[config.mk]
export PLATFORM = sky130hd
export DESIGN_NAME = dense_id_remapper_top_flat
export DESIGN_NICKNAME = d
export VERILOG_FILES = /design/src/rtl/core/drm_pkg.sv /design/src/rtl/core/drm_req_if.sv /design/src/rtl/core/drm_rsp_if.sv /design/src/rtl/core/dense_id_remapper_top.sv /design/src/flat_wrapper.sv
export SDC_FILE = /design/constraint.sdc
export NUM_CORES = 2
export LEC_CHECK = 0
export BUFFER_PORTS_ARGS = -buffer_cell sky130_fd_sc_hd__buf_2
export CELL_PAD_IN_SITES_DETAIL_PLACEMENT = 1
export CELL_PAD_IN_SITES_GLOBAL_PLACEMENT = 2
export CORE_UTILIZATION = 30
export DETAILED_ROUTE_END_ITERATION = 8
export MAX_ROUTING_LAYER = met4
export PLACE_DENSITY_LB_ADDON = 0.05
export SLEW_MARGIN = 20
export SYNTH_ARGS = -nofsm -noshare
export SYNTH_HDL_FRONTEND = slang
export SYNTH_SLANG_ARGS = --single-unit
[constraint.sdc]
create_clock -name clk -period 5 [get_ports clk]
set_input_delay 1 -clock clk [delete_from_list [all_inputs] [get_ports clk]]
set_output_delay 1 -clock clk [all_outputs]
set_load 0.01 [all_outputs]
[src/rtl/core/drm_pkg.sv]
`timescale 1ns / 1ps
// ----------------------------------------------------------------------------
// Dense id remapper package
// Shared field widths, action codes and the sequencer state type.
// ----------------------------------------------------------------------------
package drm_pkg;

	localparam int unsigned ActionWidth     = 2;
	localparam int unsigned BoneIdWidth     = 16;
	localparam int unsigned DenseIdWidth    = 8;
	localparam int unsigned EntryCountWidth = 9;

	typedef logic [ActionWidth-1:0]     action_t;
	typedef logic [BoneIdWidth-1:0]     bone_id_t;
	typedef logic [DenseIdWidth-1:0]    dense_id_t;
	typedef logic [EntryCountWidth-1:0] entry_count_t;

	// Action code 3 carries no name of its own; it behaves like a lookup.
	localparam action_t ACT_CLEAR  = 2'd0;
	localparam action_t ACT_REMAP  = 2'd1;
	localparam action_t ACT_LOOKUP = 2'd2;

	typedef enum logic [1:0] {
		ST_IDLE,
		ST_SCAN,
		ST_DONE
	} drm_state_t;

endpackage

[src/rtl/core/drm_req_if.sv]
`timescale 1ns / 1ps
// ----------------------------------------------------------------------------
// Dense id remapper request channel
// Valid/ready channel that carries one action and one source identifier.
// ----------------------------------------------------------------------------
interface drm_req_if;

	logic              valid;
	logic              ready;
	drm_pkg::action_t  action;
	drm_pkg::bone_id_t bone_id;

	modport source (output valid, output action, output bone_id, input ready);
	modport sink   (input valid, input action, input bone_id, output ready);

endinterface

[src/rtl/core/drm_rsp_if.sv]
`timescale 1ns / 1ps
// ----------------------------------------------------------------------------
// Dense id remapper response channel
// Valid/ready channel that carries one clear, remap or lookup result.
// ----------------------------------------------------------------------------
interface drm_rsp_if;

	logic                  valid;
	logic                  ready;
	drm_pkg::dense_id_t    dense_id;
	logic                  found;
	logic                  was_new;
	logic                  overflow;
	drm_pkg::entry_count_t entry_count;

	modport source (
		output valid, output dense_id, output found, output was_new,
		output overflow, output entry_count, input ready
	);
	modport sink (
		input valid, input dense_id, input found, input was_new,
		input overflow, input entry_count, output ready
	);

endinterface

[src/rtl/core/dense_id_remapper_top.sv]
`timescale 1ns / 1ps
// ----------------------------------------------------------------------------
// Dense id remapper
// A clear beat goes straight to the result stage; a remap or lookup beat first
// scans the filled entries until a match or until every one has been compared.
// Only one beat is in flight; the next is taken the cycle after the result is
// registered, and the result stage waits while a held output register is full.
// Reset clears the entry count, the overflow flag and all handshake state.
// The identifier table needs no clearing pass: only filled entries are read.
// ----------------------------------------------------------------------------
module dense_id_remapper_top #(
	parameter int unsigned TABLE_DEPTH = 256
) (
	input  logic      clk,
	input  logic      arst_n,
	drm_req_if.sink   req,
	drm_rsp_if.source rsp
);

	// Index bits address the table; count bits hold zero up to the depth itself.
	localparam int unsigned IDX_W = $clog2(TABLE_DEPTH);
	localparam int unsigned CNT_W = $clog2(TABLE_DEPTH + 1);

	// Identifier table: position i holds the identifier whose dense id is i.
	drm_pkg::bone_id_t id_mem [TABLE_DEPTH];

	drm_pkg::drm_state_t state_q, state_d;

	// Captured request beat.
	drm_pkg::action_t  act_q;
	drm_pkg::bone_id_t id_q;

	// Run state.
	logic [CNT_W-1:0] used_q;
	logic             ovf_q;

	// Scan pointer and the one-deep read pipeline behind it. The read port is
	// registered, so the compare always looks at the entry read in the cycle before.
	logic [CNT_W-1:0]  ptr_q;
	logic              cmp_vld_s1;
	logic [IDX_W-1:0]  cmp_idx_s1;
	drm_pkg::bone_id_t rd_data_s1;

	// Outcome of the scan.
	logic             hit_q;
	logic [IDX_W-1:0] pos_q;

	// Output register.
	logic                  out_vld_q;
	drm_pkg::dense_id_t    out_dense_q;
	logic                  out_found_q;
	logic                  out_new_q;
	logic                  out_ovf_q;
	drm_pkg::entry_count_t out_count_q;

	logic accept;
	logic issue;
	logic hit_now;
	logic done_fire;
	logic is_clear;
	logic is_remap;
	logic full;
	logic do_insert;

	assign accept   = req.valid && req.ready;
	assign is_clear = (act_q == drm_pkg::ACT_CLEAR);
	assign is_remap = (act_q == drm_pkg::ACT_REMAP);
	assign full     = (used_q >= CNT_W'(TABLE_DEPTH));

	// An insert happens only when the result is committed, after a miss.
	assign do_insert = done_fire && is_remap && !hit_q && !full;

	// Sequencer: next state and handshake strobes.
	always_comb begin
		state_d   = state_q;
		req.ready = 1'b0;
		issue     = 1'b0;
		hit_now   = 1'b0;
		done_fire = 1'b0;
		unique case (state_q)
			drm_pkg::ST_IDLE: begin
				req.ready = 1'b1;
				if (req.valid) begin
					state_d = (req.action == drm_pkg::ACT_CLEAR) ? drm_pkg::ST_DONE
						: drm_pkg::ST_SCAN;
				end
			end
			drm_pkg::ST_SCAN: begin
				// The single comparator checks one stored entry per cycle.
				issue   = (ptr_q < used_q);
				hit_now = cmp_vld_s1 && (rd_data_s1 == id_q);
				if (hit_now) begin
					state_d = drm_pkg::ST_DONE;
				end else if (!issue && !cmp_vld_s1) begin
					// Every filled entry has been compared without a match.
					state_d = drm_pkg::ST_DONE;
				end
			end
			drm_pkg::ST_DONE: begin
				// Commit once the output register is free or is being emptied.
				done_fire = !out_vld_q || rsp.ready;
				if (done_fire) begin
					state_d = drm_pkg::ST_IDLE;
				end
			end
			default: begin
				state_d = drm_pkg::ST_IDLE;
			end
		endcase
	end

	always_ff @(posedge clk or negedge arst_n) begin
		if (!arst_n) begin
			state_q <= drm_pkg::ST_IDLE;
		end else begin
			state_q <= state_d;
		end
	end

	// Request capture.
	always_ff @(posedge clk) begin
		if (accept) begin
			act_q <= req.action;
			id_q  <= req.bone_id;
		end
	end

	// Scan pointer, read pipeline valid and hit record.
	always_ff @(posedge clk or negedge arst_n) begin
		if (!arst_n) begin
			ptr_q      <= '0;
			cmp_vld_s1 <= 1'b0;
			hit_q      <= 1'b0;
		end else begin
			if (accept) begin
				ptr_q      <= '0;
				cmp_vld_s1 <= 1'b0;
				hit_q      <= 1'b0;
			end else begin
				if (issue) begin
					ptr_q <= ptr_q + CNT_W'(1);
				end
				cmp_vld_s1 <= issue && !hit_now;
				if (hit_now) begin
					hit_q <= 1'b1;
				end
			end
		end
	end

	always_ff @(posedge clk) begin
		if (hit_now) begin
			pos_q <= cmp_idx_s1;
		end
		if (issue) begin
			cmp_idx_s1 <= ptr_q[IDX_W-1:0];
		end
	end

	// Table memory: one registered read port for the scan, one write port for
	// inserts at the next free position.
	always_ff @(posedge clk) begin
		if (issue) begin
			rd_data_s1 <= id_mem[ptr_q[IDX_W-1:0]];
		end
		if (do_insert) begin
			id_mem[used_q[IDX_W-1:0]] <= id_q;
		end
	end

	// Run state: the entry count and the sticky overflow flag.
	always_ff @(posedge clk or negedge arst_n) begin
		if (!arst_n) begin
			used_q <= '0;
			ovf_q  <= 1'b0;
		end else if (done_fire) begin
			if (is_clear) begin
				used_q <= '0;
				ovf_q  <= 1'b0;
			end else if (do_insert) begin
				used_q <= used_q + CNT_W'(1);
			end else if (is_remap && !hit_q) begin
				// A new identifier while the table is full is dropped.
				ovf_q <= 1'b1;
			end
		end
	end

	// Output register valid.
	always_ff @(posedge clk or negedge arst_n) begin
		if (!arst_n) begin
			out_vld_q <= 1'b0;
		end else if (done_fire) begin
			out_vld_q <= 1'b1;
		end else if (rsp.ready) begin
			out_vld_q <= 1'b0;
		end
	end

	// Output payload reflects the run state after this beat.
	always_ff @(posedge clk) begin
		if (done_fire) begin
			out_dense_q <= '0;
			out_found_q <= 1'b0;
			out_new_q   <= 1'b0;
			out_ovf_q   <= ovf_q;
			out_count_q <= drm_pkg::EntryCountWidth'(used_q);
			if (is_clear) begin
				out_ovf_q   <= 1'b0;
				out_count_q <= '0;
			end else if (hit_q) begin
				out_dense_q <= drm_pkg::DenseIdWidth'(pos_q);
				out_found_q <= 1'b1;
			end else if (is_remap) begin
				if (!full) begin
					out_dense_q <= drm_pkg::DenseIdWidth'(used_q[IDX_W-1:0]);
					out_found_q <= 1'b1;
					out_new_q   <= 1'b1;
					out_count_q <= drm_pkg::EntryCountWidth'(used_q + CNT_W'(1));
				end else begin
					out_ovf_q <= 1'b1;
				end
			end
		end
	end

	assign rsp.valid       = out_vld_q;
	assign rsp.dense_id    = out_dense_q;
	assign rsp.found       = out_found_q;
	assign rsp.was_new     = out_new_q;
	assign rsp.overflow    = out_ovf_q;
	assign rsp.entry_count = out_count_q;

endmodule

[src/flat_wrapper.sv]
// flat-port wrapper written by rule: the top's interface ports become plain ports
module dense_id_remapper_top_flat 
#(
	parameter int unsigned TABLE_DEPTH = 256
)
  (clk, arst_n, req_valid, req_action, req_bone_id, req_ready, rsp_valid, rsp_dense_id, rsp_found, rsp_was_new, rsp_overflow, rsp_entry_count, rsp_ready);
  drm_req_if req_i ();
  drm_rsp_if rsp_i ();
  input  logic clk;
  input  logic arst_n;
  input wire logic [$bits(req_i.valid)-1:0] req_valid;
  input wire logic [$bits(req_i.action)-1:0] req_action;
  input wire logic [$bits(req_i.bone_id)-1:0] req_bone_id;
  output wire logic [$bits(req_i.ready)-1:0] req_ready;
  output wire logic [$bits(rsp_i.valid)-1:0] rsp_valid;
  output wire logic [$bits(rsp_i.dense_id)-1:0] rsp_dense_id;
  output wire logic [$bits(rsp_i.found)-1:0] rsp_found;
  output wire logic [$bits(rsp_i.was_new)-1:0] rsp_was_new;
  output wire logic [$bits(rsp_i.overflow)-1:0] rsp_overflow;
  output wire logic [$bits(rsp_i.entry_count)-1:0] rsp_entry_count;
  input wire logic [$bits(rsp_i.ready)-1:0] rsp_ready;
  assign req_i.valid = req_valid;
  assign req_i.action = req_action;
  assign req_i.bone_id = req_bone_id;
  assign req_ready = req_i.ready;
  assign rsp_valid = rsp_i.valid;
  assign rsp_dense_id = rsp_i.dense_id;
  assign rsp_found = rsp_i.found;
  assign rsp_was_new = rsp_i.was_new;
  assign rsp_overflow = rsp_i.overflow;
  assign rsp_entry_count = rsp_i.entry_count;
  assign rsp_i.ready = rsp_ready;
  dense_id_remapper_top #(.TABLE_DEPTH(TABLE_DEPTH)) u_core (.clk(clk), .arst_n(arst_n), .req(req_i), .rsp(rsp_i));
endmodule
# Yosys cells after proc, flatten, opt, wreduce, memory -nomap -nowiden
# Memories as Yosys holds them, arrays and structs flattened. A register that Yosys moved wholly into a read port is not among the register bits.
# Index checks and enable logic that the tools add are counted.
dict set report classes {
  addsub 2
  eq_ne 8
  reduce_logical 27
  n_mux 36
  order_cmp 2
}
# operator count
set ops {}
lappend ops {{2-to-1 mux 9 bit} 7}
lappend ops {{2-to-1 mux 8 bit} 3}
lappend ops {{2-to-1 mux 1 bit} 20}
lappend ops {{adder 9 x 1 -> 9 bit (second input constant)} 2}
lappend ops {{equality test 16 bit} 1}
lappend ops {{2-to-1 mux 2 bit} 5}
lappend ops {{nonzero test 2 bit} 5}
lappend ops {{>= comparator 9 bit (second input constant)} 1}
lappend ops {{< comparator 9 bit} 1}
lappend ops {{logical AND 1 bit} 8}
lappend ops {{logical NOT 1 bit} 6}
lappend ops {{logical NOT 2 bit} 3}
lappend ops {{one-hot mux 2 bit (3 select lines)} 1}
lappend ops {{AND reduction 3 bit} 2}
lappend ops {{equality test 2 x 1 -> 1 bit (second input constant)} 2}
lappend ops {{!= test 2 x 1 -> 1 bit (second input constant)} 2}
lappend ops {{!= test 3 x 1 -> 1 bit (second input constant)} 1}
lappend ops {{equality test 2 bit (second input constant)} 1}
lappend ops {{!= test 2 bit (second input constant)} 1}
lappend ops {{AND reduction 2 bit} 1}
lappend ops {{OR reduction 2 bit} 1}
lappend ops {{logical OR 1 bit} 1}
dict set report totals {
  register_bits 78
  n_memories 1
  elab_cells 92
  out_inout_bits 22
  mem_bits_rw 4096
}
# memory depth width rd rd_ports_with_merged_regs write_ports line_no
set mem_list {}
lappend mem_list {u_core.id_mem 256 16 1 1 1 dense_id_remapper_top.sv:25} ;# drm_pkg::bone_id_t id_mem [TABLE_DEPTH];

# Depth between registers and ports, before layout
dict set report depth {
  ltp_word 8
  mapped_depth 13
  mapped_depth_nobuf 9
}

# Least setup slack after synthesis
# OpenSTA, ideal clock, no wires.
dict set report synth_timing {
  path_kind {register to register}
  start {reg u_core.id_q[1]}
  end {reg u_core.pos_q[0], enable pin}
  stages_incl_launch_ff 6
  required_time_ns 4.625
  period_less_slack_ns 5.238
  setup_slack_ns -0.238
  arrival_ns 4.863
  path_cell_list {edfxtp_1 xor2_1 nor4_1 nand4_1 nor4_1 nor2b_1}
}
dict set report synth_between {
  elab_chain_cells 3
}
# item line_no
set synth_lines {}
lappend synth_lines {{start, declared} dense_id_remapper_top.sv:31} ;# drm_pkg::bone_id_t id_q;
lappend synth_lines {{start signal, assigned} dense_id_remapper_top.sv:124} ;# id_q <= req.bone_id;
lappend synth_lines {{equality test 16 bit} dense_id_remapper_top.sv:91} ;# hit_now = cmp_vld_s1 && (rd_data_s1 == id_q);
lappend synth_lines {{logical AND 1 bit} dense_id_remapper_top.sv:91}
lappend synth_lines {{2-to-1 mux 1 bit} dense_id_remapper_top.sv:80} ;# unique case (state_q)
lappend synth_lines {{named net u_core.hit_now} dense_id_remapper_top.sv:58} ;# logic hit_now;
lappend synth_lines {{end signal, assigned} dense_id_remapper_top.sv:153} ;# pos_q <= cmp_idx_s1;
lappend synth_lines {{end, declared} dense_id_remapper_top.sv:46} ;# logic [IDX_W-1:0] pos_q;
# The timed path passes the listed nets, and every way through them passes these cells.
# A chain may end at the register's enable or synchronous reset.

# Worst setup path in the final report
dict set report layout_timing {
  start {reg u_core.ptr_q[1]}
  end {reg u_core.rd_data_s1[11] (read register of u_core.id_mem) (data pin)}
}
dict set report layout_between {
  elab_chain_cells 2
}
# item line_no
set layout_lines {}
lappend layout_lines {{start, declared} dense_id_remapper_top.sv:39} ;# logic [CNT_W-1:0] ptr_q;
lappend layout_lines {{start signal, assigned} dense_id_remapper_top.sv:141} ;# ptr_q <= ptr_q + CNT_W'(1);
lappend layout_lines {{< comparator 9 bit} dense_id_remapper_top.sv:90} ;# issue = (ptr_q < used_q);
lappend layout_lines {{2-to-1 mux 1 bit} dense_id_remapper_top.sv:80}
lappend layout_lines {{end, declared} dense_id_remapper_top.sv:42} ;# drm_pkg::bone_id_t rd_data_s1;
# Parallel ways exist; a longest one is shown, timed or not.

==> impl_metrics.py <==
metrics = {
    "drt": {
        "drt-initial-drc-count": 8063,
        "vias": 82500,
        "ant_nets": 0,
        "vias_per_cell": 5.19,
        "drc_errors": 0,
        "dr.pass1.iters": 5,
        "wirelength_um": 606000,
        "post_drt_wl_per_cell_um": 38.1,
    },
    "clock_network": {
        "cts_buffers": 481,
        "path_clk_slew_ns": 0.06,
        "cts.sinks": 4190,
        "clock_latency_ns": 1.09,
        "hold_buffers": 0,
        "post_cts_buffers": 0,
        "h-tree-depth": 5,
        "ctsResizeCount": 0,
        "clock_path_buffers": 4,
        "cts_root_buf": "clkbuf_16",
        "cts_tree": "done",
    },
    "critical_path": {
        "worst_ep_required_time_ns": 5.73,
        "r2r_start": "u_core.ptr_q[1]$_DFFE_PN0P_",
        "crit_type": "flop to flop",
        "critPathCaptureType": "flop",
        "reg2reg_to": "u_core.rd_data_s1[11]$_DFFE_PP_",
        "critPathArrivalTime_ns": 5.60,
        "crit_fanout": 47,
        "start_kind": "flop",
        "r2r_slack_ns": 0.14,
        "r2r_cells": 8,
    },
    "yosys": {
        "ys_ff_latch": 4190,
        "yosysTopAreaCellShare_pct": 77.5,
        "synth.mux.area_fraction_pct": 14.5,
        "synth_simple_gate_area_share_pct": 1.89,
        "seq_area_frac_synth_pct": 77.9,
        "ys_top_cells_by_area": "edfxtp_1 (78%), mux4_2 (12%), mux2i_1 (2.0%)",
        "synthCells": 7462,
        "synthXorXnorAreaFrac_pct": 0.125,
        "syn_area_per_cell_um2": 21.6,
        "synth_top_family_by_area": "multiplexers",
        "yosys.area_share.adder_pct": 0.109,
        "synth-compound-area-share_pct": 3.72,
        "syn_area_um2": 161000,
        "ys_types": 78,
        "syn_nets": 7498,
        "synth_top_area_cell": "edfxtp_1",
        "ys.flop_type": "edfxtp_1",
        "synthArstFlopShare_pct": 0.573,
        "synth-edff-count": 4166,
        "yosysWarnings": 0,
    },
    "layout": {
        "syn_to_final_growth_pct": 18.2,
        "fin_cells": 15900,
        "n_fill_cell": 51700,
        "finalNetCount": 8338,
        "drive_above_1_share_pct": 30.7,
        "design_area_um2": 191000,
    },
    "floorplanning": {
        "core-area_um2": 536000,
        "io_pins": 44,
        "fp.dieH_um": 735,
        "die_width_um": 735,
        "start_util_pct": 30.1,
        "placement_rows": 269,
        "die_area_um2": 541000,
    },
    "sta": {
        "whs_ns": 0.0891,
        "fmax_mhz": 206,
        "maxSlewHeadroom_pct": 12.3,
        "slew_viol_final": 0,
        "hold_viol": 0,
        "setup_ws_ns": 0.136,
        "worstMarginPinSlew_ns": 1.32,
        "period_share_pct": 97.3,
        "period_minus_slack_ns": 4.86,
        "setup_viol": 0,
        "fin_worst_skew_ns": 0.0946,
        "rsz0062_at_grt": "no",
    },
    "placed_design": {
        "pre_cts_slack_ns": 0.257,
        "placed_cells": 15000,
        "place_hpwl_um": 383000,
        "placed_area_um2": 176000,
        "io_buffer_count": 43,
        "gp_congestion": 0.800,
    },
    "grt": {
        "antenna_found_initial": 40,
        "grt_overflow": 0,
        "grt_pass1_wl_um": 810000,
        "grt_max_degree": 177,
        "grtUsageTotal_pct": 22.7,
        "grt_pass1_vias": 86700,
    },
    "status": {
        "status": "complete, no violations",
    },
    "run": {
        "drv_cap": 0,
    },
    "power": {
        "p_leak_nw": 58.7,
        "ir_drop_v": 0.000342,
        "powerDensity_nw_per_um2": 496,
    },
    "hold_path": {
        "hp-class": "input pin to asynchronous set/reset pin",
    },
}
placed cells by master (no fill, tap or decap), types with 16 or more instances in the layout:
| cell type | netlist | layout |
|---|---|---|
| clkbuf_16 | 0 | 485 |
| buf_12 | 7 | 89 |
| a31oi_1 | 26 | 25 |
| diode_2 | 0 | 16 |
| nand3_1 | 79 | 69 |
| o22ai_1 | 50 | 50 |
| a21oi_1 | 125 | 122 |
| o221ai_1 | 33 | 33 |
| mux4_2 | 886 | 886 |
| nand2_1 | 147 | 146 |
| buf_2 | 141 | 43 |
| a22o_1 | 59 | 59 |
| xnor2_1 | 17 | 17 |
| bufinv_16 | 0 | 31 |
| nor3_1 | 27 | 27 |
| mux2_2 | 21 | 21 |
| a221oi_1 | 109 | 108 |
| edfxtp_1 | 4166 | 4166 |
| mux2i_1 | 327 | 327 |
| clkinvlp_4 | 0 | 16 |
| a22oi_1 | 205 | 205 |
| nor2_2 | 1 | 239 |
| o21ai_0 | 91 | 87 |
| a211oi_1 | 38 | 34 |
| dfrtp_1 | 24 | 17 |
| clkbuf_1 | 155 | 107 |
| clkinv_2 | 0 | 98 |
| buf_4 | 43 | 663 |
| clkinv_1 | 5 | 128 |
| nor2_1 | 352 | 111 |
synthesized netlist by cell type, types with 6 or more instances:
cell,number
a31oi_1,26
nand4_1,15
nand3_1,79
nor2b_1,17
xor2_1,6
and3_1,8
a21oi_1,125
edfxtp_1,4166
buf_4,43
buf_6,61
buf_12,7
nor4_1,8
mux2_2,21
xnor2_1,17
o31ai_1,13
mux4_2,886
nand2b_1,8
nor3_1,27
o21a_1,9
buf_2,141
a2111oi_0,7
ha_1,14
or2_2,13
dfrtp_1,24
mux2i_1,327
a311oi_1,7
a22oi_1,205
o21ai_1,11
nor2_1,352
inv_1,15
o22ai_1,50
o21ai_0,91
a211oi_1,38
a221oi_1,109
clkbuf_1,155
a22o_1,59
nand2_1,147
o221ai_1,33
and2_1,7
buf_1,21
o211ai_1,12
buf_8,12
worst max-delay path: stages, from the launching register on:
cell and delay, ns:
dfrtp_4 0.86, buf_4 0.38, buf_12 0.33, mux4_2 0.38
mux4_2 0.51, a22oi_1 0.71, nand2_1 0.24, nor3_1 0.92
a221oi_1 0.09
final cells by class:
type,instances,area [um2],share of cell area [%]
diodes,16,40.0,0.0210
clock buffers,592,12500,6.58
clock inverters,300,2580,1.35
inverters,21,86.3,0.0453
multi-input cells,2811,33700,17.7
flip-flops and latches,4190,126000,65.9
well taps,7181,8980,4.71
repair buffers,797,7000,3.67
kinds of logic (layout without fill, tap and decap cells):
kind of cell / Yosys count / after routing
buffers and inverters: 461 / 1710
DFF: 4190 / 4190
and+or+nand+nor: 702 / 702
muxes: 1234 / 1234
adders and majority gates: 14 / 14
xor gates and xnor gates: 23 / 23
AOI/OAI and AO/OA: 838 / 838
other: 0 / 16
routing by layer:
metal | GRT usage, % | wire length (um)
met5 | - | 0
met4 | 4.74 | 14100
met3 | 2.68 | 24600
met2 | 36.5 | 292000
met1 | 31.2 | 275000
metrics by stage:
step           utilization (%)  total power (W)  TNS (ns)
2_1_floorplan                -           0.0529         0
3_3_place_gp              32.7           0.0616    -0.265
3_5_place_dp              32.7           0.0617         0
4_1_cts                   35.6           0.0961         0
5_1_grt                   35.6           0.0977         0
6_report                  35.6           0.0947         0
power breakdown:
part	internal (W)	switching, W	total (W)
Combinational	0.00725	0.0124	0.0196
Clock	0.0194	0.0148	0.0342
Sequential	0.0404	0.000492	0.0409
worst max path at each step:
stage | to | from | slack, ns
4_1_cts | u_core.rd_data_s1[7]$_DFFE_PP_ | u_core.ptr_q[1]$_DFFE_PN0P_ | 0.23
6_report | u_core.rd_data_s1[11]$_DFFE_PP_ | u_core.ptr_q[1]$_DFFE_PN0P_ | 0.14
5_1_grt | u_core.rd_data_s1[0]$_DFFE_PP_ | u_core.ptr_q[0]$_DFFE_PN0P_ | 0.22
2_1_floorplan | u_core.pos_q[0]$_DFFE_PP_ | u_core.id_q[1]$_DFFE_PP_ | 0.05
3_3_place_gp | u_core.rd_data_s1[7]$_DFFE_PP_ | u_core.ptr_q[1]$_DFFE_PN0P_ | -0.27
3_5_place_dp | u_core.rd_data_s1[7]$_DFFE_PP_ | u_core.ptr_q[1]$_DFFE_PN0P_ | 0.26
flip-flops by register name (all words and copies together), names as in the netlist:
| register | cells |
|---|---|
| u_core.ptr_q | 9 |
| u_core.rsp.dense_id | 8 |
| u_core.id_q | 16 |
| u_core.pos_q | 8 |
| u_core.state_q | 2 |
| u_core.rsp.valid | 1 |
| u_core.cmp_vld_s1 | 1 |
| u_core.rsp.overflow | 1 |
| u_core.id_mem | 4096 |
| u_core.ovf_q | 1 |
| u_core.rd_data_s1 | 16 |
| u_core.hit_q | 1 |
| u_core.cmp_idx_s1 | 8 |
| u_core.rsp.was_new | 1 |
| u_core.used_q | 9 |
| u_core.act_q | 2 |
| u_core.rsp.found | 1 |
| u_core.rsp.entry_count | 9 |
No activity file was read; power rests on OpenSTA's default activity.
